### src/rtl/sme_pkg.sv
// shared types and constants for the stereo multi-tap echo
// used by sme_mac and stereo_multi_tap_echo; depends on nothing

package sme_pkg;

  localparam int SAMPLE_W = 16;
  localparam int DELAY_W  = 14;
  localparam int GAIN_W   = 16;
  localparam int CFG_IDX_W = 2;

  localparam int MAC_A_W  = 19;
  localparam int MAC_B_W  = 16;
  localparam int PROD_W   = MAC_A_W + MAC_B_W + 1;
  localparam int ACC_W    = 54;
  localparam int TAPSUM_W = 36;
  localparam int LO_W     = 18;
  localparam int FRAC_W   = 30;
  localparam int DRY_SHIFT = 16;

  localparam logic [CFG_IDX_W-1:0] REG_DELAY_SAMPLES = 2'd0;
  localparam logic [CFG_IDX_W-1:0] REG_WET_GAIN      = 2'd1;
  localparam logic [CFG_IDX_W-1:0] REG_DRY_GAIN      = 2'd2;

  localparam logic signed [ACC_W-1:0] ROUND_BIAS = ACC_W'(1) <<< (FRAC_W - 1);
  localparam logic signed [ACC_W-1:0] SAT_HI = ACC_W'(32767);
  localparam logic signed [ACC_W-1:0] SAT_LO = -ACC_W'(32768);

  // q0.16 weight of tap k+1, about 1/(k+2), halves rounded up
  localparam logic [MAC_B_W-1:0] TAP_WEIGHT [16] = '{
    16'd32768, 16'd21845, 16'd16384, 16'd13107,
    16'd10923, 16'd9362,  16'd8192,  16'd7282,
    16'd6554,  16'd5958,  16'd5461,  16'd5041,
    16'd4681,  16'd4369,  16'd4096,  16'd3855
  };

  typedef enum logic [1:0] {
    SHIFT_NONE,
    SHIFT_DRY,
    SHIFT_HI
  } shift_sel_t;

  typedef struct packed {
    logic                       valid;
    logic                       clear;
    shift_sel_t                 shift;
    logic signed [MAC_A_W-1:0]  a;
    logic [MAC_B_W-1:0]         b;
  } mac_op_t;

endpackage

### src/rtl/sme_mac.sv
// shared multiply-accumulate unit: registered product, then shifted accumulate
// depends on sme_pkg

module sme_mac (
  input  logic                                clk,
  input  logic                                rst,
  input  sme_pkg::mac_op_t                    op,
  output logic signed [sme_pkg::ACC_W-1:0]    acc,
  output logic                                busy
);

  logic signed [sme_pkg::PROD_W-1:0] prod;
  logic                              p_clear;
  sme_pkg::shift_sel_t               p_shift;
  logic signed [sme_pkg::ACC_W-1:0]  pext;
  logic signed [sme_pkg::ACC_W-1:0]  addend;
  logic signed [sme_pkg::ACC_W-1:0]  base;

  always_ff @(posedge clk) begin
    if (rst) begin
      busy <= 1'b0;
    end else begin
      busy <= op.valid;
    end
    prod    <= op.a * $signed({1'b0, op.b});
    p_clear <= op.clear;
    p_shift <= op.shift;
    if (busy) begin
      acc <= base + addend;
    end
  end

  always_comb begin
    pext = sme_pkg::ACC_W'(prod);
    base = p_clear ? '0 : acc;
    case (p_shift)
      sme_pkg::SHIFT_DRY: addend = pext <<< sme_pkg::DRY_SHIFT;
      sme_pkg::SHIFT_HI:  addend = pext <<< sme_pkg::LO_W;
      default:            addend = pext;
    endcase
  end

endmodule

### config.mk
export PLATFORM = sky130hd
export DESIGN_NAME = sme_mac
export DESIGN_NICKNAME = d
export VERILOG_FILES = /design/src/rtl/sme_pkg.sv /design/src/rtl/sme_mac.sv
export SDC_FILE = /design/constraint.sdc
export NUM_CORES = 1
export LEC_CHECK = 0
export BUFFER_PORTS_ARGS = -buffer_cell sky130_fd_sc_hd__buf_2
export CAP_MARGIN = 20
export CORE_UTILIZATION = 45
export CTS_CLUSTER_DIAMETER = 60
export DETAILED_ROUTE_END_ITERATION = 12
export SLEW_MARGIN = 0
export SYNTH_ARGS = -nofsm -noshare
export SYNTH_HDL_FRONTEND = slang
export SYNTH_SLANG_ARGS = --single-unit
### constraint.sdc
create_clock -name clk -period 7.6 [get_ports clk]
set_input_delay 1.14 -clock clk [delete_from_list [all_inputs] [get_ports clk]]
set_output_delay 1.14 -clock clk [all_outputs]
set_load 0.1 [all_outputs]
# [Yosys cells after proc, flatten, opt, wreduce, memory -nomap -nowiden]
# Cells that the tools add are included.
[classes] n_addsub=1 multipliers=1 eq_ne=2 mux=2
[op_table] op="case mux 53 bit (2 select lines)" count=1
[op_table] op="adder 54 bit" count=1
[op_table] op="2-to-1 mux 54 bit" count=1
[op_table] op="multiplier 19 x 17 -> 36 bit" count=1
[op_table] op="equality test 2 x 1 -> 1 bit, second input constant" count=1
[op_table] op="equality test 2 bit, second input constant" count=1
[totals] register_bits=94 output_inout_bits=55 elab_cells=11

# [Logic depth before layout (Yosys ltp)]
# Gate-level depths: netlist of the first run.
[depth] depth_word=3 mapped_depth=25 ltp_nobuf=24

# [Worst setup path before layout of the first run]
# OpenSTA, ideal clock, no wires.
[synth_timing] path_type="input -> register" start="input port op[3] (netlist name)" end="register prod[34] (netlist name)" setup_ps=65 arrival_ps=6931 path_slack_ps=604 path_stages=20 n_path_buf=2 path_cell_list="clkbuf_1 -> clkbuf_1 -> nand2_1 -> fa_1 -> inv_1 -> fa_1 -> fa_1 -> fa_1 -> fa_1 -> inv_1 -> fa_1 -> inv_1 -> ha_1 -> a2111oi_0 -> o21ai_0 -> a22oi_1 -> o21a_1 -> o2111ai_1 -> a2111oi_0 -> nand4b_1"
[synth_between] elab_chain_cells=1
[synth_rtl] element="from (decl)" line="sme_mac.sv:7" text="input sme_pkg::mac_op_t op,"
[synth_rtl] element="multiplier 19 x 17 -> 36 bit" line="sme_mac.sv:25" text="prod <= op.a * $signed({1'b0, op.b});"
[synth_rtl] element="to (signal assigned)" line="sme_mac.sv:25"
[synth_rtl] element="to (decl)" line="sme_mac.sv:12" text="logic signed [sme_pkg::PROD_W-1:0] prod;"
# No other way between the ends.
# A chain may end at the register's enable or synchronous reset.

# [Worst setup path after layout of the first run]
# Same ends and word-level chain as after synthesis.

==> results.txt, run 1 <==
# DRC - 0
outcome - completed
fin crit share - 92.7%
Worst-Margin Slew - 0.881 ns
mux share of post-synthesis cell area - 0.0556%
final setup vio count - 0
largest family of logic cells by synthesized area - adder cells
EDFF count, synth - 54
critical path startpoint category - input port
DP Area - 18900 µm²
Core Region - 39100 µm²
Worst setup EP type - flop
Final Cell Area - 19200 µm²
Post-Synth Simple-Gate Area - 16.3%
Max Fanout on Critical Path - 19
post-detail-place hpwl - 36600 µm
count leader, synth - inv_1
syn nets - 2523
RePlAce Congestion - 0.898
Hold Vio Cnt, Final - 0
mapped cell area - 18000 µm²
crit path DAT - 7.35 ns
Overflow after GRT - 0
worst path cell trace - buf_2, nand2_1, fa_1, fa_1, fa_1, inv_1, fa_1, fa_1, inv_1, fa_1, inv_1, ha_1, a2111oi_0, o21ai_0, o21ai_0, o21ai_1, a22oi_1, o21a_1, o2111ai_1, a2111oi_0, nand4b_1
cts hold-fix bufs - 0
postcts setup bufs - 0
post-layout util - 49.2%
total number of vias - 13400
Placement Rows - 72
Hold Path Class - reg -> reg
Synth top cells by count - inv_1 (409), fa_1 (308), nand2_1 (260)
CTS H-tree lvls - 3
Iter 0 DRT Violations - 695
die area - 40800 µm²
CP Class - in -> reg
Largest delay share family, worst path - adder cells
max-slew violations - 0
Total GRT Usage - 22.3%
TNS Setup - 0 ns
Async SR Flop Fraction - 0%
Synth Area per Inst - 8.88 µm²
Layout Nets - 2562
Buf/Inv on CP - 4
Num CTS Buffers - 9
Seq/Total Area, Yosys - 13.4%
most used cell, CP - fa_1
Synth area leader - fa_1
IO buf count - 95
Syn Inst Count - 2028
Crit path required time - 7.90 ns
vias in the first global route - 13900
Ant. Diodes - 0
drt total wl - 43900 µm
First-pass DRT Iterations - 5
placed cells - 2571
Skew-Pair Late Insertion Delay - 0.36 ns
P&R area growth vs syn - 6.78%
layout cell share with drive strength beyond 1 - 6.76%
distinct cell type count after synthesis - 75
Die Y - 202 µm
root buf cell - clkbuf_16
Adder-Cell Fraction of Synth Area - 44.4%
Chip Width - 202 µm
Max Fclk - 142 MHz
clk buf depth - 2
largest net degree at the start of global routing - 72
first-pass GRT wire length - 72800 µm
synth top area cells - fa_1 (34%), ha_1 (10%), edfxtp_1 (9.0%)
Reg clk slew, reported paths - 0.07 ns
post-synthesis compound-gate area fraction - 11.9%
Crit path largest cell delay - 0.51 ns
Num Clock Sinks - 94
Yosys Warn Count - 0
Ports - 96
CP max stage cell - fa_1
CTS tree - yes
initial antenna violation count - 0
max cap viols - 0
fin crit period - 7.05 ns
initial core utilization - 46.1%
Max transition margin - 41.1%
clock skew - 0.00740 ns
Final ANT Viol Nets - 0
synthesized flop and latch total - 94
Post-Synth XOR/XNOR Area - 3.74%
top cell type's share of synthesized area - 34.2%
Via density - 5.19
fin cells - 2590
top_reg_cell synth - edfxtp_1
unrepaired setup endpoints after global routing - false
WL/cell - 17.0 µm
tightest hold or removal path, cell delays in order, from the launching register on:
cell and delay [ns]:
edfxtp_1 0.33, nor2b_1 0.15, ha_1 0.13
cell families after synthesis:
kind of cell | after synthesis
AO/OA/AOI/OAI | 315
XOR/XNOR | 77
adder cells (fa/ha/maj) | 454
buffers and inverters | 486
flip-flops | 94
multiplexers | 1
AND/OR/NAND/NOR | 601
area by class of cell:
| class | instances | area, µm² |
|---|---|---|
| clock buffers | 12 | 240 |
| clock inverters | 4 | 23.8 |
| fillers | 3792 | 19900 |
| inverters | 409 | 1540 |
| multi-input cells | 1448 | 13800 |
| flip-flops and latches | 94 | 2420 |
| well taps | 518 | 648 |
| repair buffers | 105 | 601 |
cell usage in the layout, fill, tap and decap left out, types with 38 or more instances in the layout:
cell type  synthesis  layout
a21oi_1           73      73
and2_1           135     135
inv_1            409     409
o21ai_0           65      65
xnor2_1           58      58
buf_2              4      94
nor2_1            56      56
ha_1             146     146
fa_1             308     308
edfxtp_1          54      54
dfxtp_1           40      38
nor2b_1           62      62
nand2_1          260     260
stage by stage:
stage / setup slack (ns) / hold WS (ns)
6_report: 0.551 / 0.719
3_5_place_dp: 0.178 / 0.712
4_1_cts: 0.577 / 0.726
3_3_place_gp: 0.339 / 0.687
5_1_grt: 0.0462 / 0.765
2_1_floorplan: 0.604 / 0.659
final timing paths:
path	cells past startpoint	from	slack, ns	endpoint
worst max register to register	16	p_shift[0]$_DFF_P_	3.20	acc[52]$_DFFE_PP_
worst min register to register	2	acc[0]$_DFFE_PP_	0.72	acc[0]$_DFFE_PP_
worst min-delay path	2	acc[0]$_DFFE_PP_	0.72	acc[0]$_DFFE_PP_
worst max-delay path	21	op[3]	0.55	prod[34]$_DFF_P_
state kept, by name, indices dropped and copies added (netlist names):
register  flops
p_clear       1
p_shift       2
busy          1
acc          54
prod         36
layer usage:
| metal | track usage [%] | vias up | part of all wire (%) | wire [µm] |
|---|---|---|---|---|
| met5 | 0 | - | 0 | 0 |
| met1 | 31.8 | 6615 | 48 | 20900 |
| li1 | - | 6463 | - | - |
| met4 | 4.40 | 0 | 1.3 | 573 |
| met2 | 36.4 | 333 | 46 | 20100 |
| met3 | 2.98 | 35 | 5.3 | 2350 |
what timing repair did:
action | CTS | global route
endpoints found under the setup margin | 0 | 1
gates resized for setup | 0 | 1
hold endpoints to repair | 0 | 0
Power of run 1 is left out: the tool's default activity adds up to more than one toggle a clock period on the data nets, which glitch-free logic cannot reach.
==> run 2, diff against run 1 <==
BUFFER_PORTS_ARGS = -buffer_cell sky130_fd_sc_hd__clkbuf_2   (was -buffer_cell sky130_fd_sc_hd__buf_2)
==> run 2 against run 1 <==
  * Setup slack worse by 0.079 ns
  * Routed wire length is 0.74% lower
  * Utilization grew 0.12 points
  * Critical path depth shrank 2
  * Register-to-register slack lost 0.03 ns
  * Flip-flop and latch count unchanged
  * Highest routed layer unchanged
==> results.txt, run 2 (synthesis results as in run 1) <==
outcome - completed (unchanged)
max cap viols - 0 (unchanged)
Die Y - 202 µm (unchanged)
fin crit share - 93.8% (was 92.7%)
cts repair resizes - 0 (unchanged)
final setup vio count - 0 (unchanged)
Max transition margin - 41.0% (was 41.1%)
Setup WS pre-CTS - 0.138 ns (was 0.178 ns)
root buf cell - clkbuf_16 (unchanged)
vias in the first global route - 14000 (was 13900)
cts hold-fix bufs - 0 (unchanged)
max-slew violations - 0 (unchanged)
TNS Setup - 0 ns (unchanged)
final worst slack - 0.472 ns (was 0.551 ns)
Iter 0 DRT Violations - 819 (was 695)
CTS tree - yes (unchanged)
Fillers - 3770 (was 3792)
critical path startpoint category - input port (unchanged)
CP Class - in -> reg (unchanged)
Placement Rows - 72 (unchanged)
leading cell type in the layout, fill and taps excluded - inv_1 (unchanged)
clk buf depth - 2 (unchanged)
P&R area growth vs syn - 7.05% (was 6.78%)
die area - 40800 µm² (unchanged)
Top Registers - acc x54, prod x36, p_shift x2 (unchanged)
fin cells - 2591 (was 2590)
Final ANT Viol Nets - 0 (unchanged)
Hold Vio Cnt, Final - 0 (unchanged)
Ports - 96 (unchanged)
Worst-Margin Slew - 0.884 ns (was 0.881 ns)
most frequent cells in the layout - inv_1 (409), fa_1 (308), nand2_1 (260) (unchanged)
Overflow after GRT - 0 (unchanged)
Max Fanout on Critical Path - 19 (unchanged)
crit path DAT - 7.44 ns (was 7.35 ns)
Num Clock Sinks - 94 (unchanged)
hold_ws - 0.700 ns (was 0.719 ns)
Hold Path Class - reg -> reg (unchanged)
layout cell share with drive strength beyond 1 - 6.81% (was 6.76%)
Core Region - 39100 µm² (unchanged)
Worst setup EP type - flop (unchanged)
total number of vias - 13400 (about the same)
first-pass GRT wire length - 72700 µm (was 72800 µm)
clock skew - 0.00932 ns (was 0.00740 ns)
Reg clk slew, reported paths - 0.07 ns (about the same)
IO buf count - 95 (unchanged)
Num CTS Buffers - 9 (unchanged)
First-pass DRT Iterations - 5 (unchanged)
postcts setup bufs - 0 (unchanged)
Skew-Pair Late Insertion Delay - 0.36 ns (about the same)
Max Fclk - 140 MHz (was 142 MHz)
unrepaired setup endpoints after global routing - false (unchanged)
Layout Nets - 2562 (unchanged)
initial antenna violation count - 1 (was 0)
Crit path required time - 7.91 ns (was 7.90 ns)
Total GRT Usage - 22.2% (was 22.3%)
largest net degree at the start of global routing - 72 (unchanged)
RePlAce Congestion - 0.896 (was 0.898)
fin crit period - 7.13 ns (was 7.05 ns)
CTS H-tree lvls - 3 (unchanged)
Largest register FFs - 54 (unchanged)
Most flops, register - acc (unchanged)
placed cells - 2571 (unchanged)
WL/cell - 16.8 µm (was 17.0 µm)
Chip Width - 202 µm (unchanged)
drt total wl - 43600 µm (was 43900 µm)
post-detail-place hpwl - 36200 µm (was 36600 µm)
initial core utilization - 46.1% (unchanged)
Via density - 5.19 (about the same)
# DRC - 0 (unchanged)
run 2: area by class of cell:
class | count | area [µm²] | share of cell area (%)
Sequential cell | 94 | 2420 | 12.6
Multi-Input combinational cell | 1448 | 13800 | 71.4
Tap cell | 518 | 648 | 3.36
Timing Repair Buffer | 105 | 603 | 3.13
Inverter | 409 | 1540 | 7.96
Clock inverter | 2 | 10.0 | 0.0519
Clock buffer | 14 | 298 | 1.54
Antenna cell | 1 | 2.50 | 0.0130
run 2: per-layer routing:
layer	share of wire (%)	track usage, %	vias to the layer above	wire length, µm
li1	-	-	6476	-
met3	4.5	2.21	28	1970
met5	0	0	-	0
met2	46	36.7	309	20100
met4	0.92	3.97	0	402
met1	48	32.0	6625	21100
run 2: path summary, 6_finish.rpt:
check,startpoint,endpoint,slack [ns],cells after the start
hold / removal,acc[0]$_DFFE_PP_,acc[0]$_DFFE_PP_,0.70,2
hold reg to reg,acc[0]$_DFFE_PP_,acc[0]$_DFFE_PP_,0.70,2
setup reg to reg,p_shift[0]$_DFF_P_,acc[52]$_DFFE_PP_,3.17,16
setup / recovery,op[2],prod[34]$_DFF_P_,0.47,19
run 2: worst max-delay path: stages:
cell       delay, ns
clkbuf_2        0.41
nand2_1         0.24
fa_1            0.75
inv_1           0.11
fa_1            0.54
fa_1            0.44
fa_1            0.50
fa_1            0.49
inv_1           0.05
fa_1            0.47
inv_1           0.04
ha_1            0.35
a2111oi_0       0.41
o21ai_0         0.16
a22oi_1         0.35
o21a_1          0.23
o2111ai_1       0.19
a2111oi_0       0.39
nand4b_1        0.15
run 2: per-stage QoR:
step	area [µm²]	utilization (%)
floorplan	18000	-
global placement	18900	48.3
detailed placement	18900	48.3
CTS	19200	49.1
global route	19300	49.3
finish	19300	49.3
Power of run 2 is left out for the same reason.
